$ cat src/hdl/tdts_pkg.sv
`timescale 1ns / 1ps
`default_nettype none

package tdts_pkg;

	localparam int NUM_SLOTS    = 8;
	localparam int COUNTER_BITS = 16;
	localparam int PRIO_BITS    = 16;
	localparam int SLOT_W       = $clog2(NUM_SLOTS);
	localparam int SUM_W        = ((COUNTER_BITS > PRIO_BITS) ? COUNTER_BITS : PRIO_BITS) + 1;
	localparam int LFSR_W       = 32;
	localparam int ADDR_W       = 3;

	localparam logic [LFSR_W-1:0] LFSR_FEEDBACK = 32'hD000_0001;
	localparam logic [SUM_W-1:0]  CNT_MAX_EXT   = SUM_W'((64'd1 << COUNTER_BITS) - 64'd1);

	localparam logic [ADDR_W-1:0] REG_MODE_ADDR = 3'd0;
	localparam logic [ADDR_W-1:0] REG_SEED_ADDR = 3'd4;

	localparam logic KIND_TICK = 1'b0;
	localparam logic KIND_LOAD = 1'b1;

	localparam logic MODE_SHORTEST = 1'b0;
	localparam logic MODE_PRIORITY = 1'b1;

	typedef enum logic [2:0] {
		ST_IDLE,
		ST_DEC,
		ST_SCAN,
		ST_REFILL,
		ST_FINAL
	} tdts_state_t;

	typedef struct packed {
		logic capture;
		logic dec;
		logic scan_start;
		logic scan_step;
		logic refill_step;
		logic commit_pick;
		logic use_run;
		logic out_load;
	} tdts_cmd_t;

	typedef struct packed {
		logic kind_load;
		logic run_idle;
		logic dec_zero;
		logic scan_last;
		logic all_zero;
		logic refilled;
		logic out_free;
	} tdts_sts_t;

endpackage

`default_nettype wire

$ cat src/hdl/tdts_ctrl.sv
`timescale 1ns / 1ps
`default_nettype none

module tdts_ctrl
	import tdts_pkg::*;
(
	input  wire logic      clk,
	input  wire logic      arst_n,
	input  wire logic      in_valid,
	output logic           in_stall,
	input  wire tdts_sts_t sts,
	output tdts_cmd_t      cmd
);

	tdts_state_t state_q;
	tdts_state_t state_d;
	logic        accept;

	assign accept = in_valid && (state_q == ST_IDLE);

	always_ff @(posedge clk or negedge arst_n) begin
		if (!arst_n) begin
			state_q <= ST_IDLE;
		end else begin
			state_q <= state_d;
		end
	end

	// next state
	always_comb begin
		state_d = state_q;
		case (state_q)
			ST_IDLE: begin
				if (accept) begin
					if (sts.kind_load) begin
						state_d = ST_FINAL;
					end else if (sts.run_idle) begin
						state_d = ST_SCAN;
					end else begin
						state_d = ST_DEC;
					end
				end
			end
			ST_DEC: begin
				state_d = sts.dec_zero ? ST_SCAN : ST_FINAL;
			end
			ST_SCAN: begin
				if (sts.scan_last) begin
					state_d = (sts.all_zero && !sts.refilled) ? ST_REFILL : ST_FINAL;
				end
			end
			ST_REFILL: begin
				if (sts.scan_last) begin
					state_d = ST_SCAN;
				end
			end
			ST_FINAL: begin
				if (sts.out_free) begin
					state_d = ST_IDLE;
				end
			end
			default: begin
				state_d = ST_IDLE;
			end
		endcase
	end

	// command outputs
	always_comb begin
		cmd      = '0;
		in_stall = 1'b1;
		case (state_q)
			ST_IDLE: begin
				in_stall    = 1'b0;
				cmd.capture = accept;
				cmd.scan_start = accept && !sts.kind_load && sts.run_idle;
			end
			ST_DEC: begin
				cmd.use_run    = 1'b1;
				cmd.dec        = 1'b1;
				cmd.scan_start = sts.dec_zero;
			end
			ST_SCAN: begin
				cmd.scan_step = 1'b1;
				if (sts.scan_last) begin
					if (sts.all_zero && !sts.refilled) begin
						cmd.scan_start = 1'b1;
					end else begin
						cmd.commit_pick = 1'b1;
					end
				end
			end
			ST_REFILL: begin
				cmd.refill_step = 1'b1;
				cmd.scan_start  = sts.scan_last;
			end
			ST_FINAL: begin
				cmd.use_run  = 1'b1;
				cmd.out_load = sts.out_free;
			end
			default: begin
				cmd = '0;
			end
		endcase
	end

endmodule

`default_nettype wire

$ cat src/hdl/tdts_datapath.sv
`timescale 1ns / 1ps
`default_nettype none

module tdts_datapath
	import tdts_pkg::*;
(
	input  wire logic                clk,
	input  wire logic                arst_n,
	input  wire logic                mode,
	input  wire logic                seed_load,
	input  wire logic [LFSR_W-1:0]   seed,
	input  wire logic                kind,
	input  wire logic [2:0]          slot_index,
	input  wire logic [15:0]         load_counter,
	input  wire logic [15:0]         load_priority,
	input  wire tdts_cmd_t           cmd,
	output tdts_sts_t                sts,
	output logic                     out_valid,
	input  wire logic                out_stall,
	output logic [2:0]               running_slot,
	output logic                     switched,
	output logic [15:0]              running_counter,
	output logic                     refilled,
	output logic                     stuck
);

	logic [COUNTER_BITS-1:0] cnt_q [NUM_SLOTS];
	logic [PRIO_BITS-1:0]    prio_q [NUM_SLOTS];

	logic [SLOT_W-1:0]       run_q;
	logic [SLOT_W-1:0]       prev_q;
	logic [SLOT_W-1:0]       scan_q;
	logic [SLOT_W-1:0]       pick_q;
	logic [COUNTER_BITS-1:0] best_q;
	logic                    any_nz_q;
	logic                    refilled_q;
	logic                    stuck_q;
	logic [LFSR_W-1:0]       lfsr_q;
	logic                    out_valid_q;

	logic [SLOT_W-1:0]       rd_addr;
	logic [COUNTER_BITS-1:0] rd_cnt;
	logic [PRIO_BITS-1:0]    rd_prio;
	logic [COUNTER_BITS-1:0] dec_val;
	logic [LFSR_W-1:0]       lfsr_next;
	logic [SUM_W-1:0]        refill_sum;
	logic [COUNTER_BITS-1:0] refill_val;
	logic                    take;
	logic [SLOT_W-1:0]       pick_d;
	logic                    scan_nz;
	logic                    load_ok;
	logic [SLOT_W-1:0]       load_slot;

	assign rd_addr = cmd.use_run ? run_q : scan_q;
	assign rd_cnt  = cnt_q[rd_addr];
	assign rd_prio = prio_q[rd_addr];
	assign dec_val = (rd_cnt != '0) ? (rd_cnt - COUNTER_BITS'(1)) : '0;

	assign lfsr_next  = {1'b0, lfsr_q[LFSR_W-1:1]} ^ (lfsr_q[0] ? LFSR_FEEDBACK : '0);
	assign refill_sum = SUM_W'(rd_cnt >> 1) + SUM_W'(rd_prio);

	always_comb begin
		if (mode == MODE_PRIORITY) begin
			refill_val = (refill_sum > CNT_MAX_EXT) ? '1 : COUNTER_BITS'(refill_sum);
		end else begin
			refill_val = lfsr_next[COUNTER_BITS-1:0];
		end
	end

	// largest with highest index, or smallest nonzero with lowest index
	always_comb begin
		if (mode == MODE_PRIORITY) begin
			take = (scan_q == SLOT_W'(1)) || (rd_cnt >= best_q);
		end else begin
			take = (rd_cnt != '0) && ((pick_q == '0) || (rd_cnt < best_q));
		end
	end

	assign pick_d    = take ? scan_q : pick_q;
	assign scan_nz   = any_nz_q || (rd_cnt != '0);
	assign load_slot = SLOT_W'(slot_index);
	assign load_ok   = (slot_index != 3'd0) && (32'(slot_index) < NUM_SLOTS);

	assign sts.kind_load = (kind == KIND_LOAD);
	assign sts.run_idle  = (run_q == '0);
	assign sts.dec_zero  = (dec_val == '0);
	assign sts.scan_last = (scan_q == SLOT_W'(NUM_SLOTS - 1));
	assign sts.all_zero  = !scan_nz;
	assign sts.refilled  = refilled_q;
	assign sts.out_free  = !out_valid_q || !out_stall;

	// slot register file, one write a cycle
	always_ff @(posedge clk or negedge arst_n) begin
		if (!arst_n) begin
			for (int i = 0; i < NUM_SLOTS; i++) begin
				cnt_q[SLOT_W'(i)]  <= '0;
				prio_q[SLOT_W'(i)] <= '0;
			end
		end else if (cmd.capture && (kind == KIND_LOAD)) begin
			if (load_ok) begin
				cnt_q[load_slot]  <= COUNTER_BITS'(load_counter);
				prio_q[load_slot] <= load_priority;
			end
		end else if (cmd.dec) begin
			cnt_q[run_q] <= dec_val;
		end else if (cmd.refill_step) begin
			cnt_q[scan_q] <= refill_val;
		end
	end

	always_ff @(posedge clk or negedge arst_n) begin
		if (!arst_n) begin
			run_q      <= '0;
			prev_q     <= '0;
			scan_q     <= SLOT_W'(1);
			pick_q     <= '0;
			best_q     <= '0;
			any_nz_q   <= 1'b0;
			refilled_q <= 1'b0;
			stuck_q    <= 1'b0;
			lfsr_q     <= LFSR_W'(1);
		end else begin
			if (seed_load) begin
				lfsr_q <= (seed == '0) ? LFSR_W'(1) : seed;
			end else if (cmd.refill_step && (mode == MODE_SHORTEST)) begin
				lfsr_q <= lfsr_next;
			end
			if (cmd.capture) begin
				prev_q     <= run_q;
				refilled_q <= 1'b0;
				stuck_q    <= 1'b0;
			end
			if (cmd.refill_step) begin
				refilled_q <= 1'b1;
			end
			if (cmd.scan_start) begin
				scan_q   <= SLOT_W'(1);
				pick_q   <= '0;
				best_q   <= '0;
				any_nz_q <= 1'b0;
			end else if (cmd.scan_step) begin
				scan_q   <= scan_q + SLOT_W'(1);
				any_nz_q <= scan_nz;
				if (take) begin
					pick_q <= scan_q;
					best_q <= rd_cnt;
				end
			end else if (cmd.refill_step) begin
				scan_q <= scan_q + SLOT_W'(1);
			end
			if (cmd.commit_pick) begin
				run_q   <= scan_nz ? pick_d : '0;
				stuck_q <= !scan_nz && (mode == MODE_PRIORITY);
			end
		end
	end

	// result register
	always_ff @(posedge clk or negedge arst_n) begin
		if (!arst_n) begin
			out_valid_q <= 1'b0;
		end else if (cmd.out_load) begin
			out_valid_q <= 1'b1;
		end else if (!out_stall) begin
			out_valid_q <= 1'b0;
		end
	end

	always_ff @(posedge clk) begin
		if (cmd.out_load) begin
			running_slot    <= 3'(run_q);
			switched        <= (run_q != prev_q);
			running_counter <= 16'(rd_cnt);
			refilled        <= refilled_q;
			stuck           <= stuck_q;
		end
	end

	assign out_valid = out_valid_q;

endmodule

`default_nettype wire

$ cat src/hdl/tick_driven_task_scheduler.sv
`timescale 1ns / 1ps
`default_nettype none

// Tick-driven task scheduler: eight task slots, each with a remaining-time
// counter and a refill priority; slot 0 is the idle task. A load item sets one
// slot, a tick decrements the running slot and reschedules when it hits zero
// or when the idle task runs. Every input transfer yields exactly one result
// transfer. Items are handled one at a time: a load goes straight to the
// result; a tick decrements the running slot and, when it reschedules, runs
// a pick scan, then, if every task counter is zero, a refill pass and a second scan.
// The pick scan and the refill pass both use the single read port of the
// slot register file, which they walk one slot per cycle. A new
// item is taken while the previous result still waits in the output
// register. Configuration sits on an APB-style port: policy_mode at 0x0,
// random_seed at 0x4; writing the seed reloads the refill generator at once
// (a zero seed loads 1). Write registers only while the block is idle.

module tick_driven_task_scheduler
	import tdts_pkg::*;
(
	input  wire logic              clk,
	input  wire logic              arst_n,
	// apb configuration port
	input  wire logic              psel,
	input  wire logic              penable,
	input  wire logic              pwrite,
	input  wire logic [ADDR_W-1:0] paddr,
	input  wire logic [31:0]       pwdata,
	output logic [31:0]            prdata,
	output logic                   pready,
	// item channel
	input  wire logic              in_valid,
	output logic                   in_stall,
	input  wire logic              kind,
	input  wire logic [2:0]        slot_index,
	input  wire logic [15:0]       load_counter,
	input  wire logic [15:0]       load_priority,
	// result channel
	output logic                   out_valid,
	input  wire logic              out_stall,
	output logic [2:0]             running_slot,
	output logic                   switched,
	output logic [15:0]            running_counter,
	output logic                   refilled,
	output logic                   stuck
);

	logic        mode_q;
	logic [31:0] seed_q;
	logic        wr_en;
	logic        seed_load;
	tdts_cmd_t   cmd;
	tdts_sts_t   sts;

	// register write completes on the access phase; no wait states
	assign pready    = 1'b1;
	assign wr_en     = psel && penable && pwrite;
	assign seed_load = wr_en && (paddr == REG_SEED_ADDR);

	always_ff @(posedge clk or negedge arst_n) begin
		if (!arst_n) begin
			mode_q <= MODE_SHORTEST;
			seed_q <= 32'd1;
		end else if (wr_en) begin
			case (paddr)
				REG_MODE_ADDR: mode_q <= pwdata[0];
				REG_SEED_ADDR: seed_q <= pwdata;
				default: begin
				end
			endcase
		end
	end

	// read-back of the registers, zero elsewhere
	always_comb begin
		case (paddr)
			REG_MODE_ADDR: prdata = {31'd0, mode_q};
			REG_SEED_ADDR: prdata = seed_q;
			default:       prdata = '0;
		endcase
	end

	// sequencer: accept, decrement, pick scan, refill pass, result
	tdts_ctrl u_ctrl (
		.clk      (clk),
		.arst_n   (arst_n),
		.in_valid (in_valid),
		.in_stall (in_stall),
		.sts      (sts),
		.cmd      (cmd)
	);

	// slot register file, generator, pick tracking and result register
	tdts_datapath u_dp (
		.clk             (clk),
		.arst_n          (arst_n),
		.mode            (mode_q),
		.seed_load       (seed_load),
		.seed            (pwdata),
		.kind            (kind),
		.slot_index      (slot_index),
		.load_counter    (load_counter),
		.load_priority   (load_priority),
		.cmd             (cmd),
		.sts             (sts),
		.out_valid       (out_valid),
		.out_stall       (out_stall),
		.running_slot    (running_slot),
		.switched        (switched),
		.running_counter (running_counter),
		.refilled        (refilled),
		.stuck           (stuck)
	);

endmodule

`default_nettype wire

$ cat config.mk
export PLATFORM = sky130hd
export DESIGN_NAME = tick_driven_task_scheduler
export DESIGN_NICKNAME = d
export VERILOG_FILES = /design/src/hdl/tdts_pkg.sv /design/src/hdl/tdts_ctrl.sv /design/src/hdl/tdts_datapath.sv /design/src/hdl/tick_driven_task_scheduler.sv
export SDC_FILE = /design/constraint.sdc
export NUM_CORES = 1
export LEC_CHECK = 0
export BUFFER_PORTS_ARGS = -buffer_cell sky130_fd_sc_hd__buf_4
export CAP_MARGIN = 10
export CORE_MARGIN = 2
export CORE_UTILIZATION = 25
export CTS_CLUSTER_DIAMETER = 120
export DETAILED_ROUTE_END_ITERATION = 7
export GPL_ROUTABILITY_DRIVEN = 0
export PLACE_DENSITY_LB_ADDON = 0.3
export RECOVER_POWER = 50
export SKIP_LAST_GASP = 1
export SYNTH_ARGS = -nofsm -noshare
export SYNTH_HDL_FRONTEND = slang
export SYNTH_HIERARCHICAL = 1
export SYNTH_SLANG_ARGS = --single-unit
export TNS_END_PERCENT = 5
$ cat constraint.sdc
create_clock -name clk -period 9.2 [get_ports clk]
set_clock_uncertainty 0.1 [all_clocks]
set_input_delay 0.92 -clock clk [delete_from_list [all_inputs] [get_ports clk]]
set_output_delay 0.92 -clock clk [all_outputs]
set_load 0.02 [all_outputs]
==> flow_summary.json <==
{
  "cts_tree": "done",
  "grt_pass1_vias": 18145,
  "hold_viol": 0,
  "timing.critical_path.from": "u_dp/run_q[0]",
  "die_width_um": 299,
  "portBuffers": 133,
  "yosysWarnings": 6,
  "worstHoldStart": "u_dp/prio_q[112]",
  "die_height_um": 299,
  "crit_type": "reg2reg",
  "gr-usage-all-layers": 0.171,
  "synthCells": 2105,
  "ys_ff_latch": 378,
  "vias": 18231,
  "syn_area_um2": 21800,
  "cts-resized-gates": 0,
  "drc": 0,
  "synth_cell_types": 95,
  "endpoint_kind": "register",
  "synth_top_cell_by_area": "dfrtp_1",
  "synth-seq-area-share": 0.469,
  "grt_max_degree": 118,
  "final.setup.tns_ps": 0,
  "ant_nets": 0,
  "synth_ff_type": "dfrtp_1",
  "fmax_mhz": 144,
  "drive_above_1_share": 0.184,
  "synth_top_area_frac": 0.258,
  "cpPeakStageDelay_ps": 1180,
  "avgSynthCellArea_um2": 10.4,
  "first_iter_violations": 2144,
  "synth_edf_count": 150,
  "clockBufferDepth": 3,
  "hpwl_um": 52900,
  "clock_sinks": 378,
  "outcome": "complete, but fails checks",
  "hold_class": "reg2reg",
  "drv_cap": 3,
  "finalCritPeriodShare": 0.754,
  "vias_per_cell": 5.45,
  "grt_overflow": 0,
  "worstPathRequired_ps": 9530,
  "cts_buffers": 44,
  "start_util": 0.252,
  "post_drt_wl_per_cell_um": 23.5,
  "dieArea_um2": 89600,
  "root_buffer": "clkbuf_16",
  "antenna_found_initial": 0,
  "ys_async_sr_fraction": 0.603,
  "fin_nets": 2264,
  "area_delta_synth_final_pct": 15.7,
  "post_cts_buffers": 0,
  "htreeDepth": 2,
  "period_needed_ps": 6930,
  "grt_pass1_wl_um": 117000,
  "violations": "capacitance limit, slew limit",
  "synth_fp_nets": 2217,
  "holdBufCountCts": 0,
  "crit_path_top_delay_cell": "dfrtp_1",
  "start_kind": "register",
  "setup_viol": 0,
  "drtPass1Iterations": 8,
  "core_um2": 86600,
  "critPathArrivalTime_ps": 7260,
  "rows": 108,
  "synth_area_leaders": "dfrtp_1 26%, edfxtp_1 21%, mux2_2 4.6%, o221ai_1 4.0%, nand2_1 3.6%",
  "io_pins": 135,
  "clk_pin_slew_ps": 60,
  "antenna_cells": 0,
  "clock_latency_ps": 600,
  "max_slew_margin": -1.61,
  "worst_pin_slew_ps": 3920,
  "cp_cell_sequence": "buf_4 > mux2_4 > nand2b_1 > a221oi_1 > o32a_2 > inv_2 > a2111oi_4 > nor2b_1 > nand4_1 > mux2_2 > nor4b_2 > a32oi_1 > nand2_1 > nor2_1",
  "wirelength_um": 78700,
  "rsz0062_at_grt": "no",
  "critical_path.max_fanout": 36,
  "r2r_start": "u_dp/run_q[0]",
  "finalMaxSlewViolations": 213
}
[cell type report]
cell class,count,area (µm²)
clock inverter,28,348
timing repair buffer,175,1150
fill,8951,61400
tap,1155,1450
clock buffer,54,1220
multi-input combinational,1495,10600
sequential,378,10200
inverter,58,218
[placed cells by master, fill, tap and decap left out, drive strengths merged, types with 48 or more instances in the layout]
cell and n:
a211oi 56, a21oi 125, buf 128, clkbuf 101, dfrtp 225, edfxtp 150, inv 60, mux2 96
mux2i 48, nand2 212, nand3 71, nor2 138, o21ai 139, o221ai 99
[worst max-delay path: cells and delay by family, from the launching register on]
family | cells | cell delay [ps]
AO/OA/AOI/OAI | 4 | 1580
buffers and inverters | 2 | 700
flip-flops | 1 | 1180
multiplexers | 2 | 1120
AND/OR/NAND/NOR | 6 | 2050
[logic make-up after synthesis]
logic type,share of synthesized area
buffers and inverters,0.0484
XOR/XNOR,0.0113
AO/OA/AOI/OAI,0.212
flip-flops,0.469
adder cells (fa/ha/maj),0.0208
multiplexers,0.104
AND/OR/NAND/NOR,0.135
other,0.000172
[worst paths after layout]
path	to	slack, ps	cells after the start
min in group asynchronous	u_dp/lfsr_q[24]	1540	1
max	u_dp/scan_q[1]	2270	14
max reg2reg	u_dp/scan_q[1]	2270	14
max in group asynchronous	u_dp/scan_q[1]	3320	3
min	u_dp/prio_q[112]	270	0
min reg2reg	u_dp/prio_q[112]	270	0
[flip-flops by register name, summed over array words and instances (netlist names), 16 cells and up]
| name | flops |
|---|---|
| u_dp/cnt_q | 128 |
| u_dp/lfsr_q | 32 |
| u_dp/prio_q | 128 |
| u_dp/running_counter | 16 |
| u_dp/best_q | 16 |
| seed_q | 32 |
[synthesized netlist by cell type, types with 11 or more instances]
| master | instances |
|---|---|
| xnor2_1 | 19 |
| mux4_2 | 30 |
| o21ai_0 | 127 |
| o221ai_1 | 99 |
| mux2_2 | 89 |
| nand2b_1 | 20 |
| a21oi_1 | 125 |
| nor2b_1 | 18 |
| nand2_1 | 211 |
| mux2i_1 | 46 |
| inv_1 | 55 |
| nor3_1 | 34 |
| buf_1 | 19 |
| o21a_1 | 12 |
| o21ai_1 | 12 |
| o31ai_1 | 13 |
| ha_1 | 33 |
| nor2_1 | 136 |
| a21o_1 | 24 |
| nand4_1 | 12 |
| edfxtp_1 | 150 |
| buf_2 | 38 |
| nand3_1 | 69 |
| o211ai_1 | 24 |
| and2_1 | 37 |
| nor4_1 | 11 |
| buf_4 | 12 |
| a21boi_0 | 26 |
| clkbuf_1 | 94 |
| a211oi_1 | 50 |
| dfrtp_1 | 225 |
| a221oi_1 | 15 |
| o22a_1 | 28 |
[per-stage QoR]
| stage | std cells | setup WS (ps) | instance area (µm²) | utilization | hold WS [ps] |
|---|---|---|---|---|---|
| floorplan | 2105 | 3300 | 21800 | - | 320 |
| global placement | 3261 | 2830 | 23900 | 0.275 | 260 |
| CTS | 3343 | 2600 | 25400 | 0.293 | 156 |
| global route | 3343 | 1990 | 25200 | 0.291 | 284 |
| finish | 3343 | 2270 | 25200 | 0.291 | 273 |
| detailed placement | 3261 | 2640 | 23900 | 0.275 | 263 |
[metal layers]
metal  routed length, µm  global-route usage  up-vias
met2               36300               0.275      961
met1               32000               0.218     9022
met5                   0                   0        -
met4                3200              0.0674        0
li1                    -                   -     8030
met3                7240              0.0460      218
Power is left out: the tool's default activity adds up to more than one toggle a clock period on the data nets, which glitch-free logic cannot reach.
